===== config.mk =====
export PLATFORM = sky130hd
export DESIGN_NAME = serial_key_command_parser_flat
export DESIGN_NICKNAME = d
export VERILOG_FILES = /design/src/rtl/core/skcp_pkg.sv /design/src/rtl/core/skcp_rx_if.sv /design/src/rtl/core/skcp_ev_if.sv /design/src/rtl/core/serial_key_command_parser.sv /design/src/rtl/core/skcp_front.sv /design/src/rtl/core/skcp_queue.sv /design/src/rtl/core/skcp_back.sv /design/src/flat_wrapper.sv
export SDC_FILE = /design/constraint.sdc
export NUM_CORES = 1
export LEC_CHECK = 0
export ABC_AREA = 1
export BUFFER_PORTS_ARGS = -buffer_cell sky130_fd_sc_hd__buf_2
export CAP_MARGIN = 10
export CELL_PAD_IN_SITES_DETAIL_PLACEMENT = 1
export CELL_PAD_IN_SITES_GLOBAL_PLACEMENT = 1
export CORE_MARGIN = 1.5
export CORE_UTILIZATION = 46
export CTS_CLUSTER_SIZE = 24
export DETAILED_ROUTE_END_ITERATION = 12
export GPL_ROUTABILITY_DRIVEN = 0
export PLACE_DENSITY = 0.88
export SETUP_SLACK_MARGIN = 0.02
export SKIP_CTS_REPAIR_TIMING = 1
export SLEW_MARGIN = 20
export SYNTH_ARGS = -nofsm -noshare
export SYNTH_HDL_FRONTEND = slang
export SYNTH_SLANG_ARGS = --single-unit

===== constraint.sdc =====
create_clock -name clk_i -period 3.35 [get_ports clk_i]
set_input_delay 0.335 -clock clk_i [delete_from_list [all_inputs] [get_ports clk_i]]
set_output_delay 0.335 -clock clk_i [all_outputs]
set_load 0.02 [all_outputs]

===== src/rtl/core/skcp_pkg.sv =====
// ----------------------------------------------------------------------------
// Serial key command parser package
// Shared constants, codes, queue types and character helpers.
// ----------------------------------------------------------------------------
package skcp_pkg;

  // Line buffer size in bytes; one byte is kept back, so a line holds one less.
  localparam int LINE_BUFFER_BYTES = 40;
  localparam int LineCap           = LINE_BUFFER_BYTES - 1;
  localparam int LenW              = $clog2(LINE_BUFFER_BYTES);
  localparam int AddrW             = $clog2(LineCap);

  // Command queue between the classifier and the executor (power of two).
  localparam int QueueDepth = 2;
  localparam int QPtrW      = $clog2(QueueDepth);
  localparam int QCntW      = $clog2(QueueDepth + 1);

  localparam int ByteW   = 8;
  localparam int CharW   = 7;
  localparam int EventW  = 3;
  localparam int KeyW    = 7;
  localparam int TokLenW = 4;
  localparam int ValW    = 10;
  localparam int AccW    = 14;
  localparam int WordW   = 56;

  localparam logic [TokLenW-1:0] TokLenSat = 4'd8;
  localparam logic [ValW-1:0]    ValSat    = 10'd1000;
  localparam logic [ValW-1:0]    KeyMax    = 10'd99;

  // Received byte codes.
  localparam logic [ByteW-1:0] ChCr         = 8'h0D;
  localparam logic [ByteW-1:0] ChLf         = 8'h0A;
  localparam logic [ByteW-1:0] ChBs         = 8'h08;
  localparam logic [ByteW-1:0] ChDel        = 8'h7F;
  localparam logic [ByteW-1:0] ChFirstPrint = 8'h20;
  localparam logic [ByteW-1:0] ChLastPrint  = 8'h7E;

  // Stored character codes.
  localparam logic [CharW-1:0] ChSpace = 7'h20;
  localparam logic [CharW-1:0] ChPlus  = 7'h2B;
  localparam logic [CharW-1:0] ChMinus = 7'h2D;
  localparam logic [CharW-1:0] ChZero  = 7'h30;
  localparam logic [CharW-1:0] ChNine  = 7'h39;
  localparam logic [CharW-1:0] ChLowA  = 7'h61;
  localparam logic [CharW-1:0] ChLowZ  = 7'h7A;
  localparam logic [CharW-1:0] CaseGap = 7'h20;

  // Command words, left aligned, first character in the top byte.
  localparam logic [WordW-1:0] WordPing    = {"PING", 24'h0};
  localparam logic [WordW-1:0] WordHelp    = {"HELP", 24'h0};
  localparam logic [WordW-1:0] WordPress   = {"PRESS", 16'h0};
  localparam logic [WordW-1:0] WordRelease = "RELEASE";

  localparam logic [TokLenW-1:0] LenPing    = 4'd4;
  localparam logic [TokLenW-1:0] LenHelp    = 4'd4;
  localparam logic [TokLenW-1:0] LenPress   = 4'd5;
  localparam logic [TokLenW-1:0] LenRelease = 4'd7;
  localparam logic [TokLenW-1:0] LenShort   = 4'd1;

  typedef enum logic [EventW-1:0] {
    EV_PONG    = 3'd0,
    EV_HELP    = 3'd1,
    EV_PRESS   = 3'd2,
    EV_RELEASE = 3'd3,
    EV_UNKNOWN = 3'd4,
    EV_BADID   = 3'd5,
    EV_TOOLONG = 3'd6
  } event_e;

  typedef enum logic [1:0] {
    OP_APPEND = 2'd0,
    OP_BKSP   = 2'd1,
    OP_EOL    = 2'd2
  } op_e;

  typedef enum logic [1:0] {
    ST_IDLE   = 2'd0,
    ST_SCAN   = 2'd1,
    ST_FINISH = 2'd2
  } back_state_e;

  // Where the line walk stands relative to the first two tokens.
  typedef enum logic [2:0] {
    PH_LEAD = 3'd0,
    PH_CMD  = 3'd1,
    PH_GAP  = 3'd2,
    PH_ARG  = 3'd3,
    PH_REST = 3'd4
  } phase_e;

  typedef struct packed {
    op_e              op;
    logic [CharW-1:0] ch;
  } q_entry_t;

  typedef struct packed {
    logic     valid;
    q_entry_t entry;
  } q_push_t;

  typedef struct packed {
    logic     valid;
    q_entry_t entry;
  } q_head_t;

  function automatic logic [CharW-1:0] upcase(input logic [CharW-1:0] c);
    if (c >= ChLowA && c <= ChLowZ) begin
      return c - CaseGap;
    end
    return c;
  endfunction

  // True when character k of the token still matches the command word.
  function automatic logic word_char_ok(input logic [WordW-1:0]   word,
                                        input logic [TokLenW-1:0] wlen,
                                        input logic [TokLenW-1:0] k,
                                        input logic [CharW-1:0]   c);
    logic [WordW-1:0] sh;
    sh = word << {k[2:0], 3'b000};
    return (k < wlen) && (sh[WordW-1 -: ByteW] == {1'b0, upcase(c)});
  endfunction

endpackage


===== src/rtl/core/skcp_rx_if.sv =====
// ----------------------------------------------------------------------------
// Receive byte channel
// Valid/ready channel that carries one received byte per word.
// ----------------------------------------------------------------------------
interface skcp_rx_if;
  import skcp_pkg::*;

  logic             valid;
  logic             ready;
  logic [ByteW-1:0] rx_byte;

  modport source (output valid, output rx_byte, input ready);
  modport sink   (input valid, input rx_byte, output ready);
endinterface


===== src/rtl/core/skcp_ev_if.sv =====
// ----------------------------------------------------------------------------
// Event channel
// Valid/ready channel that carries one parser event and key number per word.
// ----------------------------------------------------------------------------
interface skcp_ev_if;
  import skcp_pkg::*;

  logic              valid;
  logic              ready;
  logic [EventW-1:0] event_res;
  logic [KeyW-1:0]   key_id;

  modport source (output valid, output event_res, output key_id, input ready);
  modport sink   (input valid, input event_res, input key_id, output ready);
endinterface


===== src/rtl/core/serial_key_command_parser.sv =====
// ----------------------------------------------------------------------------
// Serial key command parser
// Line editor and command decoder for a byte stream from a serial receiver.
// ----------------------------------------------------------------------------
// An edit byte is classified, held in the queue and retired by the executor
// once it is idle; on a line end the executor reads the buffered line, one
// line-memory read a cycle, walks it and, unless the line is blank, loads its event.
// Throughput: one byte per cycle for edits while the queue has room; while a
// line end keeps the executor busy, the two-word queue absorbs further bytes.
// Reset: queue empty, line empty, no event pending; line memory is not cleared.
module serial_key_command_parser (
  input  logic      clk_i,
  input  logic      rst_ni,
  skcp_rx_if.sink   rx_i,
  skcp_ev_if.source ev_o
);
  import skcp_pkg::*;

  // The front end only classifies. Printable bytes become appends, backspace
  // and delete become erases, CR and LF become line ends, and every other
  // byte is accepted and dropped without touching the queue.
  q_push_t push;
  q_head_t head;
  logic    q_full;
  logic    pop;

  skcp_front u_front (
    .rx_i     (rx_i),
    .q_full_i (q_full),
    .push_o   (push)
  );

  // The queue lets the receiver keep sending while the executor walks a line.
  skcp_queue u_queue (
    .clk_i  (clk_i),
    .rst_ni (rst_ni),
    .push_i (push),
    .pop_i  (pop),
    .full_o (q_full),
    .head_o (head)
  );

  // The executor owns the line memory and the length counter. On a line end
  // it reads the line one character a cycle, tracks the command token against
  // the known words and accumulates the key number, then, unless the line holds
  // only spaces, loads one event word into its output register. An append at a
  // full line resets the line and emits the too-long event instead.
  skcp_back u_back (
    .clk_i  (clk_i),
    .rst_ni (rst_ni),
    .head_i (head),
    .pop_o  (pop),
    .ev_o   (ev_o)
  );

endmodule


===== src/rtl/core/skcp_front.sv =====
// ----------------------------------------------------------------------------
// Byte classifier
// Sorts received bytes into append, erase and end-of-line commands.
// ----------------------------------------------------------------------------
module skcp_front (
  skcp_rx_if.sink          rx_i,
  input  logic             q_full_i,
  output skcp_pkg::q_push_t push_o
);
  import skcp_pkg::*;

  logic keep;
  op_e  op;

  // Bytes that carry no meaning are taken and dropped right here.
  always_comb begin
    keep = 1'b1;
    op   = OP_APPEND;
    priority if (rx_i.rx_byte == ChCr || rx_i.rx_byte == ChLf) begin
      op = OP_EOL;
    end else if (rx_i.rx_byte == ChBs || rx_i.rx_byte == ChDel) begin
      op = OP_BKSP;
    end else if (rx_i.rx_byte >= ChFirstPrint && rx_i.rx_byte <= ChLastPrint) begin
      op = OP_APPEND;
    end else begin
      keep = 1'b0;
    end
  end

  assign rx_i.ready     = !q_full_i;
  assign push_o.valid   = rx_i.valid && !q_full_i && keep;
  assign push_o.entry.op = op;
  assign push_o.entry.ch = rx_i.rx_byte[CharW-1:0];

endmodule


===== src/rtl/core/skcp_queue.sv =====
// ----------------------------------------------------------------------------
// Command queue
// Short first-in first-out buffer between the classifier and the executor.
// ----------------------------------------------------------------------------
module skcp_queue (
  input  logic              clk_i,
  input  logic              rst_ni,
  input  skcp_pkg::q_push_t push_i,
  input  logic              pop_i,
  output logic              full_o,
  output skcp_pkg::q_head_t head_o
);
  import skcp_pkg::*;

  q_entry_t         slot_q [QueueDepth];
  logic [QPtrW-1:0] wr_ptr_q, wr_ptr_d;
  logic [QPtrW-1:0] rd_ptr_q, rd_ptr_d;
  logic [QCntW-1:0] cnt_q, cnt_d;
  logic             push_en;
  logic             pop_en;

  assign full_o       = (cnt_q == QCntW'(QueueDepth));
  assign head_o.valid = (cnt_q != '0);
  assign head_o.entry = slot_q[rd_ptr_q];

  assign push_en = push_i.valid && !full_o;
  assign pop_en  = pop_i && head_o.valid;

  always_comb begin
    wr_ptr_d = push_en ? wr_ptr_q + QPtrW'(1) : wr_ptr_q;
    rd_ptr_d = pop_en ? rd_ptr_q + QPtrW'(1) : rd_ptr_q;
    cnt_d    = cnt_q;
    if (push_en && !pop_en) begin
      cnt_d = cnt_q + QCntW'(1);
    end else if (!push_en && pop_en) begin
      cnt_d = cnt_q - QCntW'(1);
    end
  end

  always_ff @(posedge clk_i or negedge rst_ni) begin
    if (!rst_ni) begin
      wr_ptr_q <= '0;
      rd_ptr_q <= '0;
      cnt_q    <= '0;
    end else begin
      wr_ptr_q <= wr_ptr_d;
      rd_ptr_q <= rd_ptr_d;
      cnt_q    <= cnt_d;
    end
  end

  always_ff @(posedge clk_i) begin
    if (push_en) begin
      slot_q[wr_ptr_q] <= push_i.entry;
    end
  end

endmodule


===== src/rtl/core/skcp_back.sv =====
// ----------------------------------------------------------------------------
// Line executor
// Keeps the line buffer, walks it on end of line and issues events.
// ----------------------------------------------------------------------------
module skcp_back (
  input  logic              clk_i,
  input  logic              rst_ni,
  input  skcp_pkg::q_head_t head_i,
  output logic              pop_o,
  skcp_ev_if.source         ev_o
);
  import skcp_pkg::*;

  back_state_e state_q, state_d;
  logic [LenW-1:0]  len_q, len_d;
  logic [LenW-1:0]  idx_q, idx_d;
  logic             dv_q, dv_d;
  logic [CharW-1:0] rd_data_q;
  logic [CharW-1:0] mem_q [LineCap];
  logic             wr_en, rd_en;
  logic             slot_free;
  logic             load;
  logic             scan_init, scan_take;

  logic   vld_q, vld_d;
  event_e ev_q, ev_d;
  logic [KeyW-1:0] key_q, key_d;

  // Walk state.
  phase_e             phase_q, phase_s;
  logic [TokLenW-1:0] tok_len_q, tok_len_s;
  logic m_ping_q, m_help_q, m_press_q, m_rel_q;
  logic m_ping_s, m_help_s, m_press_s, m_rel_s;
  logic first_q, neg_q, dig_q, bad_q;
  logic first_s, neg_s, dig_s, bad_s;
  logic [ValW-1:0] val_q, val_s;

  logic            is_sp, is_dig, is_sign, cmd_char, arg_char;
  logic [AccW-1:0] acc;

  logic   cmd_ping, cmd_help, cmd_press, cmd_rel, id_ok;
  event_e res_ev;

  assign slot_free = !vld_q || ev_o.ready;

  // One character of the walk.
  always_comb begin
    phase_s   = phase_q;
    tok_len_s = tok_len_q;
    m_ping_s  = m_ping_q;
    m_help_s  = m_help_q;
    m_press_s = m_press_q;
    m_rel_s   = m_rel_q;
    first_s   = first_q;
    neg_s     = neg_q;
    dig_s     = dig_q;
    bad_s     = bad_q;
    val_s     = val_q;
    cmd_char  = 1'b0;
    arg_char  = 1'b0;
    is_sp     = (rd_data_q == ChSpace);
    is_dig    = (rd_data_q >= ChZero) && (rd_data_q <= ChNine);
    is_sign   = (rd_data_q == ChPlus) || (rd_data_q == ChMinus);
    acc       = ({4'b0, val_q} << 3) + ({4'b0, val_q} << 1)
              + AccW'(rd_data_q - ChZero);

    unique case (phase_q)
      PH_LEAD: begin
        if (!is_sp) begin
          phase_s  = PH_CMD;
          cmd_char = 1'b1;
        end
      end
      PH_CMD: begin
        if (is_sp) phase_s = PH_GAP;
        else cmd_char = 1'b1;
      end
      PH_GAP: begin
        if (!is_sp) begin
          phase_s  = PH_ARG;
          arg_char = 1'b1;
        end
      end
      PH_ARG: begin
        if (is_sp) phase_s = PH_REST;
        else arg_char = 1'b1;
      end
      default: begin
      end
    endcase

    if (cmd_char) begin
      m_ping_s  = m_ping_q && word_char_ok(WordPing, LenPing, tok_len_q, rd_data_q);
      m_help_s  = m_help_q && word_char_ok(WordHelp, LenHelp, tok_len_q, rd_data_q);
      m_press_s = m_press_q && word_char_ok(WordPress, LenPress, tok_len_q, rd_data_q);
      m_rel_s   = m_rel_q && word_char_ok(WordRelease, LenRelease, tok_len_q, rd_data_q);
      tok_len_s = (tok_len_q == TokLenSat) ? TokLenSat : tok_len_q + TokLenW'(1);
    end

    if (arg_char) begin
      first_s = 1'b0;
      if (first_q && is_sign) begin
        neg_s = (rd_data_q == ChMinus);
      end else if (is_dig) begin
        dig_s = 1'b1;
        val_s = (acc > AccW'(ValSat)) ? ValSat : acc[ValW-1:0];
      end else begin
        bad_s = 1'b1;
      end
    end
  end

  // Decision at the end of the walk.
  always_comb begin
    cmd_ping  = m_ping_q && (tok_len_q == LenPing);
    cmd_help  = m_help_q && (tok_len_q == LenHelp);
    cmd_press = m_press_q && (tok_len_q == LenPress || tok_len_q == LenShort);
    cmd_rel   = m_rel_q && (tok_len_q == LenRelease || tok_len_q == LenShort);
    id_ok     = dig_q && !bad_q && !(neg_q && val_q != '0) && (val_q <= KeyMax);
    priority if (cmd_ping) begin
      res_ev = EV_PONG;
    end else if (cmd_help) begin
      res_ev = EV_HELP;
    end else if (!cmd_press && !cmd_rel) begin
      res_ev = EV_UNKNOWN;
    end else if (!id_ok) begin
      res_ev = EV_BADID;
    end else if (cmd_press) begin
      res_ev = EV_PRESS;
    end else begin
      res_ev = EV_RELEASE;
    end
  end

  always_comb begin
    state_d   = state_q;
    len_d     = len_q;
    idx_d     = idx_q;
    dv_d      = 1'b0;
    rd_en     = 1'b0;
    wr_en     = 1'b0;
    pop_o     = 1'b0;
    load      = 1'b0;
    scan_init = 1'b0;
    scan_take = 1'b0;
    ev_d      = ev_q;
    key_d     = key_q;
    vld_d     = vld_q && !ev_o.ready;

    unique case (state_q)
      ST_IDLE: begin
        if (head_i.valid) begin
          unique case (head_i.entry.op)
            OP_APPEND: begin
              if (len_q < LenW'(LineCap)) begin
                wr_en = 1'b1;
                len_d = len_q + LenW'(1);
                pop_o = 1'b1;
              end else if (slot_free) begin
                load  = 1'b1;
                ev_d  = EV_TOOLONG;
                key_d = '0;
                len_d = '0;
                pop_o = 1'b1;
              end
            end
            OP_BKSP: begin
              pop_o = 1'b1;
              if (len_q != '0) len_d = len_q - LenW'(1);
            end
            OP_EOL: begin
              pop_o = 1'b1;
              if (len_q != '0) begin
                scan_init = 1'b1;
                idx_d     = '0;
                state_d   = ST_SCAN;
              end
            end
            default: pop_o = 1'b1;
          endcase
        end
      end
      ST_SCAN: begin
        scan_take = dv_q;
        if (idx_q < len_q) begin
          rd_en = 1'b1;
          dv_d  = 1'b1;
          idx_d = idx_q + LenW'(1);
        end else if (!dv_q) begin
          state_d = ST_FINISH;
        end
      end
      ST_FINISH: begin
        if (phase_q == PH_LEAD) begin
          len_d   = '0;
          state_d = ST_IDLE;
        end else if (slot_free) begin
          load    = 1'b1;
          ev_d    = res_ev;
          key_d   = (res_ev == EV_PRESS || res_ev == EV_RELEASE) ? val_q[KeyW-1:0] : '0;
          len_d   = '0;
          state_d = ST_IDLE;
        end
      end
      default: state_d = ST_IDLE;
    endcase

    if (load) vld_d = 1'b1;
  end

  always_ff @(posedge clk_i or negedge rst_ni) begin
    if (!rst_ni) begin
      state_q <= ST_IDLE;
      len_q   <= '0;
      idx_q   <= '0;
      dv_q    <= 1'b0;
      vld_q   <= 1'b0;
    end else begin
      state_q <= state_d;
      len_q   <= len_d;
      idx_q   <= idx_d;
      dv_q    <= dv_d;
      vld_q   <= vld_d;
    end
  end

  always_ff @(posedge clk_i) begin
    ev_q  <= ev_d;
    key_q <= key_d;
    if (scan_init) begin
      phase_q   <= PH_LEAD;
      tok_len_q <= '0;
      m_ping_q  <= 1'b1;
      m_help_q  <= 1'b1;
      m_press_q <= 1'b1;
      m_rel_q   <= 1'b1;
      first_q   <= 1'b1;
      neg_q     <= 1'b0;
      dig_q     <= 1'b0;
      bad_q     <= 1'b0;
      val_q     <= '0;
    end else if (scan_take) begin
      phase_q   <= phase_s;
      tok_len_q <= tok_len_s;
      m_ping_q  <= m_ping_s;
      m_help_q  <= m_help_s;
      m_press_q <= m_press_s;
      m_rel_q   <= m_rel_s;
      first_q   <= first_s;
      neg_q     <= neg_s;
      dig_q     <= dig_s;
      bad_q     <= bad_s;
      val_q     <= val_s;
    end
  end

  // Line memory: one write port for appends, one registered read port for the walk.
  always_ff @(posedge clk_i) begin
    if (wr_en) begin
      mem_q[len_q[AddrW-1:0]] <= head_i.entry.ch;
    end
    if (rd_en) begin
      rd_data_q <= mem_q[idx_q[AddrW-1:0]];
    end
  end

  assign ev_o.valid     = vld_q;
  assign ev_o.event_res = ev_q;
  assign ev_o.key_id    = key_q;

`ifndef SYNTHESIS
  a_len_cap: assert property (@(posedge clk_i) disable iff (!rst_ni)
    len_q <= LenW'(LineCap))
    else $error("line length above capacity");

  a_walk_bound: assert property (@(posedge clk_i) disable iff (!rst_ni)
    state_q == ST_SCAN |-> idx_q <= len_q)
    else $error("walk index passed the line end");

  a_finish_emits: assert property (@(posedge clk_i) disable iff (!rst_ni)
    (state_q == ST_FINISH && phase_q != PH_LEAD && slot_free)
      |=> (vld_q && len_q == '0 && state_q == ST_IDLE))
    else $error("finished line did not produce an event");

  a_key_only_for_keys: assert property (@(posedge clk_i) disable iff (!rst_ni)
    (vld_q && key_q != '0) |-> (ev_q == EV_PRESS || ev_q == EV_RELEASE))
    else $error("key number on an event without a key");
`endif

endmodule

===== src/flat_wrapper.sv =====
// flat-port wrapper written by rule: the top's interface ports become plain ports
module serial_key_command_parser_flat import skcp_pkg::*;
  (clk_i, rst_ni, rx_i_valid, rx_i_rx_byte, rx_i_ready, ev_o_valid, ev_o_event_res, ev_o_key_id, ev_o_ready);
  skcp_rx_if rx_i_i ();
  skcp_ev_if ev_o_i ();
  input  logic clk_i;
  input  logic rst_ni;
  input wire logic [$bits(rx_i_i.valid)-1:0] rx_i_valid;
  input wire logic [$bits(rx_i_i.rx_byte)-1:0] rx_i_rx_byte;
  output wire logic [$bits(rx_i_i.ready)-1:0] rx_i_ready;
  output wire logic [$bits(ev_o_i.valid)-1:0] ev_o_valid;
  output wire logic [$bits(ev_o_i.event_res)-1:0] ev_o_event_res;
  output wire logic [$bits(ev_o_i.key_id)-1:0] ev_o_key_id;
  input wire logic [$bits(ev_o_i.ready)-1:0] ev_o_ready;
  assign rx_i_i.valid = rx_i_valid;
  assign rx_i_i.rx_byte = rx_i_rx_byte;
  assign rx_i_ready = rx_i_i.ready;
  assign ev_o_valid = ev_o_i.valid;
  assign ev_o_event_res = ev_o_i.event_res;
  assign ev_o_key_id = ev_o_i.key_id;
  assign ev_o_i.ready = ev_o_ready;
  serial_key_command_parser u_core (.clk_i(clk_i), .rst_ni(rst_ni), .rx_i(rx_i_i), .ev_o(ev_o_i));
endmodule

==> out/qor.txt <==
Fillers -> 3753
Crit Path Category -> reg -> reg
Synth Flop Type -> edfxtp_1
Leak -> 6.888 nW
layout cells sized above 1 -> 10.27%
Worst R2R Setup Slack -> 0.09 ns
post-route ant nets -> 0
reg2reg start -> u_core.u_back.rd_data_q[5]
clk root buf -> clkbuf_16
period utilisation layout -> 97.28%
Worst-Margin Slew -> 1.040 ns
Synth Net Count -> 1626
final std cells w/o fill -> 2101
RR Endpoint -> u_core.u_back.val_q[2]
Reg2Reg Depth -> 17
final WL -> 47470 um
initial detailed-routing violation count -> 911
global-route wire length before repair -> 72850 um
Crit. End Element -> flip-flop
Final Max Tran Viols -> 0
crit path cell chain -> ha_2, inv_1, ha_1, inv_1, fa_1, ha_4, nand2_1, nor2_1, nand2_1, nand2_1, nand2_1, nand2_1, nand2_1, nor2_4, buf_4, nand3_1, a21oi_1
Via density -> 5.923
crit start category -> flip-flop
initial antenna violation count -> 2
Mapped Area -> 0.01629 mm2
antenna cell count -> 0
crit path DAT -> 3.72 ns
synth unique cells -> 47
Slowest cell on crit path -> fa_1
Port Buf Inserts -> 23
multi-input logic area -> 0.005425 mm2
clk sinks -> 353
clock buffer depth -> 3
Die Height -> 191.2 um
Tot GR Track Use -> 26.00%
Syn Area/Cell -> 10.40 um2
synth warn -> 0
Final min period -> 3.259 ns
fmax -> 306.8 MHz
EDFF count, synth -> 308
number of top-level pins -> 24
GRT Residual Overflow -> 0
Worst Skew -> 0.01705 ns
utilization after layout -> 52.92%
endpoints failing setup -> 0
DRC viols -> 0
initial core utilization -> 46.93%
Final Hold Viols -> 0
CTS tree -> built
register area share after synthesis -> 62.92%
Hold Path Stages -> 1
Final Instance Area -> 0.01837 mm2
Hold Path Class -> in -> reg
Hold Path Origin -> rx_i_rx_byte[4]
routed len/inst -> 22.60 um
placed instance area -> 0.01711 mm2
Post-DP HPWL -> 30940 um
gate count of the mapped netlist -> 1566
htree depth -> 2
most used cell, CP -> nand2_1
Worst Hold End -> u_core.u_queue.slot_q[0][4]
DIE WIDTH -> 191.2 um
required time worst endpoint -> 3.81 ns
power density over the cells -> 894.5 mW/mm2
worst path bufs/invs -> 3
total CTS buffers -> 37
die area -> 0.03655 mm2
peak supply drop -> 801.2 uV
total power -> 0.01643 W
#FFs+latches synth -> 353
DR vias -> 12445
Final nets -> 1678
Worst-Skew Late Latency -> 0.54 ns
Layout area overhead -> 12.77%
placed instance count -> 2030
MaxCap Viol Count -> 0
status -> complete, no violations
Crit Path Max Fanout -> 5
Synth async-reset ratio -> 5.666%
Relative slew margins -> 30.66%
Rows -> 68
Register Area -> 0.01025 mm2
CORE AREA -> 0.03471 mm2
Crit path max-delay family -> adder cells
vias in the first global route -> 13279
CTS clock-pin slew for the worst setup and hold paths -> 0.06 ns
slowest cell delay on critical path -> 0.50 ns
first drt pass iteration count -> 5
largest net degree at the start of global routing -> 88
==> power by group <==
part	switching (W)	leakage, nW	internal (W)
clock network	0.00172	0.549	0.00221
registers	0.000408	3.24	0.00558
logic	0.00459	3.10	0.00193
==> cell usage after synthesis (4+ instances only) <==
library cell,count,area share [%]
o211ai_1,18,0.83
nand3b_1,6,0.28
xor2_1,11,0.59
buf_2,14,0.43
edfxtp_1,308,57
o221ai_1,13,0.70
nor3_1,12,0.37
nor2_1,253,5.8
inv_1,104,2.4
nand3_1,66,2.0
ha_1,39,3.0
nand4_1,34,1.3
clkbuf_1,44,1.0
nand2_1,265,6.1
nor2_2,4,0.15
dfrtp_1,20,3.1
o31ai_1,4,0.18
inv_2,8,0.18
dfxtp_1,25,3.1
o21ai_0,165,5.1
a21oi_1,49,1.5
o21ai_1,13,0.40
fa_1,9,1.1
o22ai_1,41,1.6
buf_1,4,0.092
==> logic make-up (layout without fill, tap and decap cells) <==
logic type / Yosys count / after routing / synth area share [%]
xor gates and xnor gates: 14 / 14 / 0.7527
and+or+nand+nor: 654 / 654 / 16.94
DFF: 353 / 353 / 62.92
adders and majority gates: 48 / 48 / 4.101
buffers and inverters: 180 / 260 / 4.363
AOI/OAI and AO/OA: 317 / 317 / 10.92
==> worst max-delay path by stage <==
stage | to | depth (start not counted) | slack (ns) | start
5_1_grt | u_core.u_back.val_q[4] | 18 | -0.07 | u_core.u_back.rd_data_q[5]
6_report | u_core.u_back.val_q[2] | 17 | 0.09 | u_core.u_back.rd_data_q[5]
3_5_place_dp | u_core.u_back.val_q[3] | 15 | -0.05 | u_core.u_back.rd_data_q[5]
2_1_floorplan | u_core.u_back.val_q[3] | 15 | 0.15 | u_core.u_back.rd_data_q[6]
4_1_cts | u_core.u_back.val_q[9] | 15 | -0.08 | u_core.u_back.rd_data_q[5]
3_3_place_gp | u_core.u_back.val_q[3] | 15 | 0.20 | u_core.u_back.rd_data_q[5]
==> state kept, by name (all words and copies together) (netlist names), 2 cells and up <==
name	cells
u_core.u_back.idx_q	6
u_core.u_back.ev_o.event_res	3
u_core.u_back.tok_len_q	4
u_core.u_back.phase_q	3
u_core.u_back.val_q	10
u_core.u_queue.slot_q	18
u_core.u_back.state_q	2
u_core.u_back.ev_o.key_id	7
u_core.u_back.rd_data_q	7
u_core.u_queue.cnt_q	2
u_core.u_back.len_q	6
u_core.u_back.mem_q	273
==> cells in the final DEF (no fill, tap or decap), types with 9 or more instances in the layout <==
master     Yosys  layout
clkbuf_16      0      37
o211ai_1      18      18
dfrtp_1       20      18
edfxtp_1     308     308
nand4_1       34      34
o221ai_1      13      13
fa_1           9       9
inv_1        104     103
nand2_1      265     263
buf_2         14      23
dfxtp_1       25      25
clkinv_1       2      11
xor2_1        11      11
clkbuf_1      44      10
buf_4          2      52
nor2_1       253     251
o22ai_1       41      41
nand3_1       66      66
o21ai_0      165     165
ha_1          39      32
o21ai_1       13      11
nor3_1        12      12
a21oi_1       49      45
==> layout make-up <==
| type | instances | share of cell area (%) |
|---|---|---|
| clock buffer | 47 | 5.244 |
| clock inverter | 20 | 0.9126 |
| inverter | 115 | 2.370 |
| multi-input combinational | 1033 | 29.53 |
| sequential | 353 | 55.82 |
| tap | 455 | 3.099 |
| timing repair buffer | 78 | 3.024 |
==> per-stage QoR <==
stage | TNS (ns) | hold WS (ns) | setup WS (ns)
final | 0 | 0.02633 | 0.09100
after global routing | -0.3306 | 0.02316 | -0.07211
after CTS | -0.3862 | -0.2084 | -0.07781
after detailed placement | -0.1139 | 0.3526 | -0.04663
after global placement | 0 | 0.3447 | 0.1978
after floorplan | 0 | 0.03941 | 0.1516
==> layer usage <==
layer	up-vias	routed length [um]	global-route usage, %
met1	6206	18080	30.39
met5	-	12	0
li1	5591	-	-
met3	164	2980	5.030
met2	482	24200	45.78
met4	2	2202	12.50
Power figures use the tool's default switching activity.
